--- src/rtl/arx_permutation_512_unit_defines.svh ---
// assertion macros shared by the permutation unit rtl
// expects clk and arst_n in scope of the module that uses them
`ifndef ARX_PERMUTATION_512_UNIT_DEFINES_SVH
`define ARX_PERMUTATION_512_UNIT_DEFINES_SVH

// same-cycle implication, disabled while in reset
`define ARXP_ASSERT_NOW(label, ante, cons, msg) \
	label: assert property (@(posedge clk) disable iff (!arst_n) (ante) |-> (cons)) \
		else $error(msg);

// next-cycle implication, disabled while in reset
`define ARXP_ASSERT_NEXT(label, ante, cons, msg) \
	label: assert property (@(posedge clk) disable iff (!arst_n) (ante) |=> (cons)) \
		else $error(msg);

`endif

--- src/rtl/arxp_pkg.sv ---
// types, rotation tables and word helpers for the 512-bit arx permutation
// no dependencies
package arxp_pkg;

	typedef logic [31:0] word_t;
	typedef word_t [15:0] state_t;

	typedef struct packed {
		logic vld;
		logic inv;
	} ctl_t;

	localparam int NUM_STEPS = 3;
	localparam int NUM_LANES = 4;

	// row rotations per mix step, for rows b, c and d
	localparam int ROT_B [NUM_STEPS] = '{1, 4, 8};
	localparam int ROT_C [NUM_STEPS] = '{2, 8, 12};
	localparam int ROT_D [NUM_STEPS] = '{3, 12, 16};

	function automatic word_t rotl(word_t x, int unsigned n);
		return (x << n) | (x >> (32 - n));
	endfunction

	function automatic word_t rotr(word_t x, int unsigned n);
		return (x >> n) | (x << (32 - n));
	endfunction

	// lane shuffle of rows b, c and d, its own inverse
	function automatic state_t shuffle(state_t s);
		state_t t;
		t = s;
		t[5] = s[7];
		t[7] = s[5];
		t[8] = s[9];
		t[9] = s[8];
		t[10] = s[11];
		t[11] = s[10];
		t[12] = s[14];
		t[14] = s[12];
		return t;
	endfunction

endpackage

--- src/rtl/arxp_lane.sv ---
// one column lane: add-xor mix with row rotations, or its inverse
// depends on arxp_pkg
module arxp_lane #(
	parameter int RB_F = 1,
	parameter int RC_F = 2,
	parameter int RD_F = 3,
	parameter int RB_I = 8,
	parameter int RC_I = 12,
	parameter int RD_I = 16
) (
	input  logic           inv,
	input  arxp_pkg::word_t a,
	input  arxp_pkg::word_t b,
	input  arxp_pkg::word_t c,
	input  arxp_pkg::word_t d,
	output arxp_pkg::word_t a_out,
	output arxp_pkg::word_t b_out,
	output arxp_pkg::word_t c_out,
	output arxp_pkg::word_t d_out
);
	import arxp_pkg::*;

	word_t fa, fb, fc, fd;
	word_t rb, rc, rd;
	word_t ia, ib, ic, id;

	// forward: add, xor, then rotate
	always_comb begin
		fa = a + b;
		fc = c + d;
		fb = b ^ fc;
		fd = d ^ fa;
	end

	// inverse: rotate back, xor, then subtract
	always_comb begin
		rb = rotr(b, RB_I);
		rc = rotr(c, RC_I);
		rd = rotr(d, RD_I);
		id = rd ^ a;
		ib = rb ^ rc;
		ic = rc - id;
		ia = a - ib;
	end

	always_comb begin
		if (inv) begin
			a_out = ia;
			b_out = ib;
			c_out = ic;
			d_out = id;
		end else begin
			a_out = fa;
			b_out = rotl(fb, RB_F);
			c_out = rotl(fc, RC_F);
			d_out = rotl(fd, RD_F);
		end
	end

endmodule

--- src/rtl/arxp_stage.sv ---
// one pipeline stage: four column lanes, round constant and lane shuffle merge
// depends on arxp_pkg and arxp_lane
module arxp_stage #(
	parameter int STEP   = 0,
	parameter int RC_FWD = 1,
	parameter int RC_INV = 12
) (
	input  logic             clk,
	input  logic             arst_n,
	input  logic             en,
	input  arxp_pkg::ctl_t   ctl_in,
	input  arxp_pkg::state_t st_in,
	output arxp_pkg::ctl_t   ctl_out,
	output arxp_pkg::state_t st_out
);
	import arxp_pkg::*;

	localparam word_t KF = word_t'(RC_FWD);
	localparam word_t KI = word_t'(RC_INV);

	state_t pre, mid, post;
	ctl_t   ctl_s1;
	state_t st_s1;

	// round entry: forward xors the round number, inverse undoes the shuffle
	always_comb begin
		pre = st_in;
		if (STEP == 0) begin
			if (ctl_in.inv) begin
				pre = shuffle(st_in);
			end else begin
				pre[0] = st_in[0] ^ KF;
			end
		end
	end

	for (genvar l = 0; l < NUM_LANES; l++) begin : g_lane
		arxp_lane #(
			.RB_F(ROT_B[STEP]),
			.RC_F(ROT_C[STEP]),
			.RD_F(ROT_D[STEP]),
			.RB_I(ROT_B[NUM_STEPS - 1 - STEP]),
			.RC_I(ROT_C[NUM_STEPS - 1 - STEP]),
			.RD_I(ROT_D[NUM_STEPS - 1 - STEP])
		) u_lane (
			.inv  (ctl_in.inv),
			.a    (pre[l]),
			.b    (pre[4 + l]),
			.c    (pre[8 + l]),
			.d    (pre[12 + l]),
			.a_out(mid[l]),
			.b_out(mid[4 + l]),
			.c_out(mid[8 + l]),
			.d_out(mid[12 + l])
		);
	end

	// round exit: forward shuffles lanes, inverse removes the round number
	always_comb begin
		post = mid;
		if (STEP == NUM_STEPS - 1) begin
			if (ctl_in.inv) begin
				post[0] = mid[0] ^ KI;
			end else begin
				post = shuffle(mid);
			end
		end
	end

	always_ff @(posedge clk or negedge arst_n) begin
		if (!arst_n) begin
			ctl_s1 <= '0;
		end else if (en) begin
			ctl_s1 <= ctl_in;
		end
	end

	always_ff @(posedge clk) begin
		if (en) begin
			st_s1 <= post;
		end
	end

	assign ctl_out = ctl_s1;
	assign st_out  = st_s1;

endmodule

--- config.mk ---
export PLATFORM = sky130hd
export DESIGN_NAME = arxp_stage
export DESIGN_NICKNAME = d
export VERILOG_FILES = /design/src/rtl/arx_permutation_512_unit_defines.svh /design/src/rtl/arxp_pkg.sv /design/src/rtl/arxp_lane.sv /design/src/rtl/arxp_stage.sv
export SDC_FILE = /design/constraint.sdc
export NUM_CORES = 2
export LEC_CHECK = 0
export BUFFER_PORTS_ARGS = -buffer_cell sky130_fd_sc_hd__buf_2
export CAP_MARGIN = 20
export CORE_AREA = 8 8 391 393
export CTS_CLUSTER_DIAMETER = 30
export DETAILED_ROUTE_END_ITERATION = 12
export DIE_AREA = 0 0 399 401
export GPL_TIMING_DRIVEN = 0
export PLACE_DENSITY_LB_ADDON = 0.05
export SYNTH_ARGS = -nofsm -noshare
export SYNTH_HDL_FRONTEND = slang
export SYNTH_SLANG_ARGS = --single-unit
--- constraint.sdc ---
create_clock -name clk -period 1.1 [get_ports clk]
set_clock_uncertainty 0.15 [all_clocks]
set_input_delay 0.11 -clock clk [delete_from_list [all_inputs] [get_ports clk]]
set_output_delay 0.11 -clock clk [all_outputs]
set_load 0.005 [all_outputs]
* Word-level counts from Yosys, hierarchy flattened
Index checks and enable logic that the tools add are counted.
** Word-level totals
- Bits in registers :: 514
- Memory bits (writable) :: 0
- Output and inout bits :: 514
- Bits in read-only memories :: 0
- Latch bits :: 0
- Memories kept :: 0
** Cells by class
- Shift operators :: 0
- Eq/ne operators :: 0
- $mul :: 0
- Div/mod/pow operators :: 0
- Muxes and demuxes :: 18
- Reductions and logical operators :: 0
- Bitwise operators :: 41
- $add $sub $neg :: 16
- Order comparisons :: 0
** Operators with widths (count)
- $mux 32 :: 16
- $xor 32x32->32 :: 16
- $mux 448 :: 1
- $add 32x32->32 :: 8
- $sub 32x32->32 :: 8
- $or 16x32->32 :: 4
- $or 20x32->32 :: 4
- $or 24x32->32 :: 4
- $or 32x1->32 :: 4
- $or 32x2->32 :: 4
- $or 32x3->32 :: 4
- $mux 1 :: 1
- $not 1->1 :: 1

* Logic depth before layout (Yosys ltp)
- Word-level depth :: 6
- Depth in mapped cells :: 28
- Mapped depth without buffers :: 18

* Hierarchy
A second synthesis with hierarchy kept.
** Second synthesis, totals
- Cell total of the unflattened synthesis :: 6014
- Area total of the unflattened synthesis :: 56151.4 um2
** Modules (own cells, without submodules)
- arxp_stage :: cells an instance 802, area an instance 19408.6 um2, instances 1, sequential area each 15424.8 um2
- arxp_lane (g_lane[1].u_lane ...) :: cells an instance 1282, area an instance 9195.1 um2, instances 2, sequential area each 0.0 um2
- arxp_lane (g_lane[2].u_lane) :: cells an instance 1375, area an instance 9487.8 um2, instances 1, sequential area each 0.0 um2
- arxp_lane (g_lane[0].u_lane) :: cells an instance 1273, area an instance 8864.8 um2, instances 1, sequential area each 0.0 um2

* Worst setup path before layout
Ideal clock, no wire load.
- Kind :: in2reg
- Start :: input port ctl_in[0] (netlist bit)
- End :: register st_s1, in the netlist st_out[255], data pin
- Arrival time :: 6.497 ns
- Setup time :: 0.260 ns
- Stages :: 28
- Setup slack :: -5.807 ns
- Cells stage by stage :: buf_6 > buf_12 > buf_6 > buf_6 > buf_2 > buf_2 > buf_2 > buf_2 > buf_1 > buf_2 > clkbuf_1 > buf_2 > mux2_2 > ha_1 > fa_1 > a21o_1 > a21oi_1 > o21bai_1 > a21oi_1 > o21bai_1 > a2111oi_1 > o31ai_1 > a22oi_1 > a21oi_1 > or3b_1 > a21oi_1 > xnor3_1 > mux2_2
** Between the ends
- Word-level cells in the longest chain between the ends :: 5
** Ends and longest elaborated chain
- start: declaration :: RTL line arxp_stage.sv:11 : input arxp_pkg::ctl_t ctl_in,
- $mux 448 :: RTL line arxp_stage.sv:29 : if (ctl_in.inv) begin
- $add 32x32->32 :: RTL line arxp_lane.sv:30 : fc = c + d;
- $xor 32x32->32 :: RTL line arxp_lane.sv:31 : fb = b ^ fc;
- $or 32x1->32 :: RTL line arxp_pkg.sv:22 : return (x << n) | (x >> (32 - n));
- $mux 32 (*) :: RTL line arxp_lane.sv:47 : if (inv) begin
- via g_lane[3].u_lane.b_out[31] :: RTL line arxp_lane.sv:17 : output arxp_pkg::word_t b_out,
- end signal: assignment :: RTL line arxp_stage.sv:80 : st_s1 <= post;
- end: declaration :: RTL line arxp_stage.sv:23 : state_t st_s1;
The timed path passes the listed nets; every way through them passes the cells marked *.
A chain may end at the register's enable or synchronous reset.

* Worst setup path in the final report
- Start :: input port ctl_in[0] (netlist bit)
- End :: register st_s1, in the netlist st_out[352], data pin
** Between the ends
- Word-level cells in the longest chain between the ends :: 4
** Ends and longest elaborated chain
- $mux 448 :: RTL line arxp_stage.sv:29
- $add 32x32->32 / $or 20x32->32 (equally long branches) :: RTL line arxp_lane.sv:30, arxp_pkg.sv:26
- $or 32x2->32 / $sub 32x32->32 (equally long branches) :: RTL line arxp_pkg.sv:22, arxp_lane.sv:42
- $mux 32 (*) :: RTL line arxp_lane.sv:47
- via g_lane[3].u_lane.c_out[0] :: RTL line arxp_lane.sv:18 : output arxp_pkg::word_t c_out,
Marks and branches as above.

==> impl_metrics.py <==
metrics = {
    "outcome": {
        "status": "complete, but fails checks",
        "violations": "negative hold slack, negative setup slack",
    },
    "synthesis": {
        "syn-instance-count": 6274,
        "synth_ff_type": "edfxtp_1",
        "synth_top_family_by_area": "XOR/XNOR gates",
        "syn_area_mm2": 0.0559,
        "synth-seq-cells": 514,
        "ys_warn_count": 0,
        "synth_compound_area_share_pct": 19.1,
        "synthXorXnorAreaFrac_pct": 19.6,
        "synth_fa_ha_area_share_pct": 10.4,
        "seq_area_frac_synth_pct": 27.6,
        "synth_edf_count": 512,
        "synthArstFlopShare_pct": 0.389,
        "synth_nets": 7185,
        "synthMuxAreaShare_pct": 7.68,
        "synth_cell_types": 114,
        "synthSimpleGateAreaFrac_pct": 12.0,
        "avgSynthCellArea_um2": 8.91,
    },
    "global_route": {
        "grt_max_degree": 129,
        "grt_pass1_wl_mm": 519,
        "overflow": 0,
        "grt_pass1_vias": 59300,
        "grt_use_total_pct": 47.3,
        "antenna_found_initial": 115,
    },
    "job": {
        "drv_cap": 0,
    },
    "sta": {
        "fin_crit_ps": 5130,
        "rsz0062_at_grt": "yes",
        "finalCritPeriodShare_pct": 466,
        "hold_slack_ps": -384,
        "setup_slack_ps": -4030,
        "worst_slew_pin_slew_ps": 1310,
        "slew_violations": 0,
        "setup_viol": 1252,
        "fmax_mhz": 195,
        "hold_viol_final": 137,
        "relSlewSlack_pct": 12.4,
    },
    "cts": {
        "cts.sink_count": 514,
        "htree_levels": 3,
        "clock_latency_ps": 730,
        "cts_tree": "done",
        "root_buffer": "clkbuf_16",
        "clock_path_buffers": 3,
        "numCtsBuffers": 105,
        "cts.reportedPaths.clkPinSlew_ps": 50,
    },
    "route": {
        "routed_wl_mm": 403,
        "drc": 0,
        "via_per_inst": 6.35,
        "wl_per_cell_um": 40.0,
        "drt-pass1-iter-count": 8,
        "vias": 63900,
        "drtIter0Drc": 9041,
        "ant_nets": 0,
    },
    "final_layout": {
        "final_cell_mix": "buf_2, xnor2_1, nand2_1",
        "fill_cells": 13900,
        "drive_gt1_share_pct": 31.6,
        "finalNetCount": 8871,
        "fin_cells": 10100,
        "area_growth_syn_to_layout_pct": 39.6,
        "layout_commonest_cell": "buf_2",
    },
    "floorplanning": {
        "core_area_mm2": 0.147,
        "rows": 141,
        "pin_count": 1031,
        "start_util_pct": 38.1,
        "die_y_um": 401,
        "die_x_um": 399,
        "die-area_mm2": 0.160,
    },
    "worst_setup_path": {
        "slowest_stage": "or3b_4",
        "crit_path_max_incr_delay_ps": 420,
        "end_kind": "flip-flop",
        "cp.required_ps": 1420,
        "critPathKind": "in -> reg",
        "cp.arrival_ps": 5450,
        "reg2reg_slack_ps": 210,
        "critical_path.most_common_cell": "buf_12",
        "worst-path-max-fanout": 4,
        "cp-start-kind": "input pin",
    },
    "power_and_ir_drop": {
        "power.leakage_nw": 33.0,
        "peakVddDrop_v": 0.00184,
        "total_power_mw": 125,
        "power.density_mw_per_mm2": 1600,
    },
    "placed_design": {
        "portBuffers": 993,
        "dp.cells": 9232,
        "dp_hpwl_mm": 324,
        "gp_congestion": 1.09,
    },
    "min_path": {
        "hold_path.class": "in -> reg",
    },
}
worst max-delay path, delay by kind of cell:
kind	cells	cell delay, ps
XOR/XNOR	1	160
buffers and inverters	16	2090
multiplexers	2	460
AO/OA/AOI/OAI	10	1640
adder cells (fa/ha/maj)	2	520
AND/OR/NAND/NOR	1	420
flip-flops by register name (all words and copies together), names as in the netlist:
signal,count
st_out,512
ctl_out,2
cells in the mapped netlist (11+ instances only):
cell | n | share of area [%]
inv_1 | 250 | 1.7
xor2_1 | 403 | 6.3
nand2_1 | 628 | 4.2
ha_1 | 380 | 8.5
a211oi_1 | 21 | 0.28
o21bai_1 | 87 | 1.2
a31oi_1 | 62 | 0.69
nor2_1 | 381 | 2.6
a21o_1 | 200 | 2.7
nor2b_1 | 49 | 0.55
mux2i_1 | 145 | 2.6
buf_2 | 43 | 0.38
maj3_1 | 74 | 1.3
and3_1 | 46 | 0.51
or3_1 | 30 | 0.34
clkbuf_1 | 160 | 1.1
o2111ai_1 | 13 | 0.20
a21oi_1 | 467 | 4.2
a31o_2 | 11 | 0.17
o21ai_1 | 24 | 0.21
o21ai_0 | 473 | 4.2
a21boi_0 | 36 | 0.48
or2_2 | 31 | 0.35
edfxtp_1 | 512 | 28
o211ai_1 | 42 | 0.56
nand3_1 | 80 | 0.72
a41oi_1 | 11 | 0.17
o21a_1 | 40 | 0.54
o22ai_1 | 14 | 0.16
nor3_1 | 68 | 0.61
nand4_1 | 26 | 0.29
xnor2_1 | 782 | 12
mux2_2 | 224 | 4.5
fa_1 | 14 | 0.50
a211o_1 | 14 | 0.22
and2_1 | 38 | 0.43
xnor3_1 | 12 | 0.48
nand2b_1 | 55 | 0.62
o31ai_1 | 44 | 0.59
o31a_1 | 11 | 0.17
buf_1 | 30 | 0.20
logic make-up after synthesis:
group / after synthesis
buf+inv: 498
simple gates: 1488
mux: 388
flops: 514
xor+xnor: 1213
compound gates: 1701
fa+ha+maj: 472
timing repair:
| item | in CTS | in global routing |
|---|---|---|
| setup buffers | 192 | 151 |
| pin swaps | 211 | 266 |
| endpoints found under the hold margin | 340 | 124 |
| hold buffers | 201 | 7 |
| cloned | 3 | 1 |
| gates resized for setup | 637 | 440 |
| setup endpoints to repair | 1262 | 1263 |
metrics by stage:
stage / hold slack [ps] / TNS (ps) / utilization (%) / worst slack (ps) / cell area [um2]
after CTS: -407 / -1895840 / 50.8 / -4020 / 74600
after global placement: -252 / -7009760 / 43.4 / -8490 / 63700
after detailed placement: -250 / -3062110 / 43.8 / -6960 / 64300
after floorplan: -336 / -1579560 / - / -4330 / 56300
after global routing: -376 / -1979040 / 53.0 / -4070 / 77900
final: -384 / -1959760 / 53.2 / -4030 / 78000
where the power goes:
group / total [mW] / internal (mW) / switching (mW)
clock network: 32.9 / 20.4 / 12.5
registers: 27.8 / 26.5 / 1.26
logic: 63.8 / 24.0 / 39.8
total: 124 / 70.9 / 53.6
final cells by class:
cell class	count	area (um2)	share of cell area, %
tap	1930	2410	3.10
clock buffer	111	2670	3.42
buffer	245	1670	2.14
sequential	514	15400	19.8
clock inverter	88	983	1.26
timing repair buffer	1579	10700	13.7
inverter	253	952	1.22
antenna	73	183	0.234
multi-input combinational	5262	43000	55.1
metal layers:
metal  GRT usage (%)  wire [um]  up-vias
met1            57.4     145000    30900
li1                -          -    26000
met4            34.4      37500       48
met2            68.2     163000     5457
met3            17.7      56800     1444
met5               0        353        -
path summary, 6_finish.rpt:
| kind | start | endpoint | cells past startpoint |
|---|---|---|---|
| min reg2reg | ctl_out[1]$_DFFE_PN0P_ | ctl_out[1]$_DFFE_PN0P_ | 1 |
| max reg2reg | ctl_out[0]$_DFFE_PN0P_ | ctl_out[0]$_DFFE_PN0P_ | 1 |
| max in group asynchronous | arst_n | ctl_out[0]$_DFFE_PN0P_ | 3 |
| max | ctl_in[0] | st_out[352]$_DFFE_PP_ | 32 |
| min in group asynchronous | arst_n | ctl_out[1]$_DFFE_PN0P_ | 3 |
| min | en | st_out[190]$_DFFE_PP_ | 1 |
No activity file was read; power rests on OpenSTA's default activity.
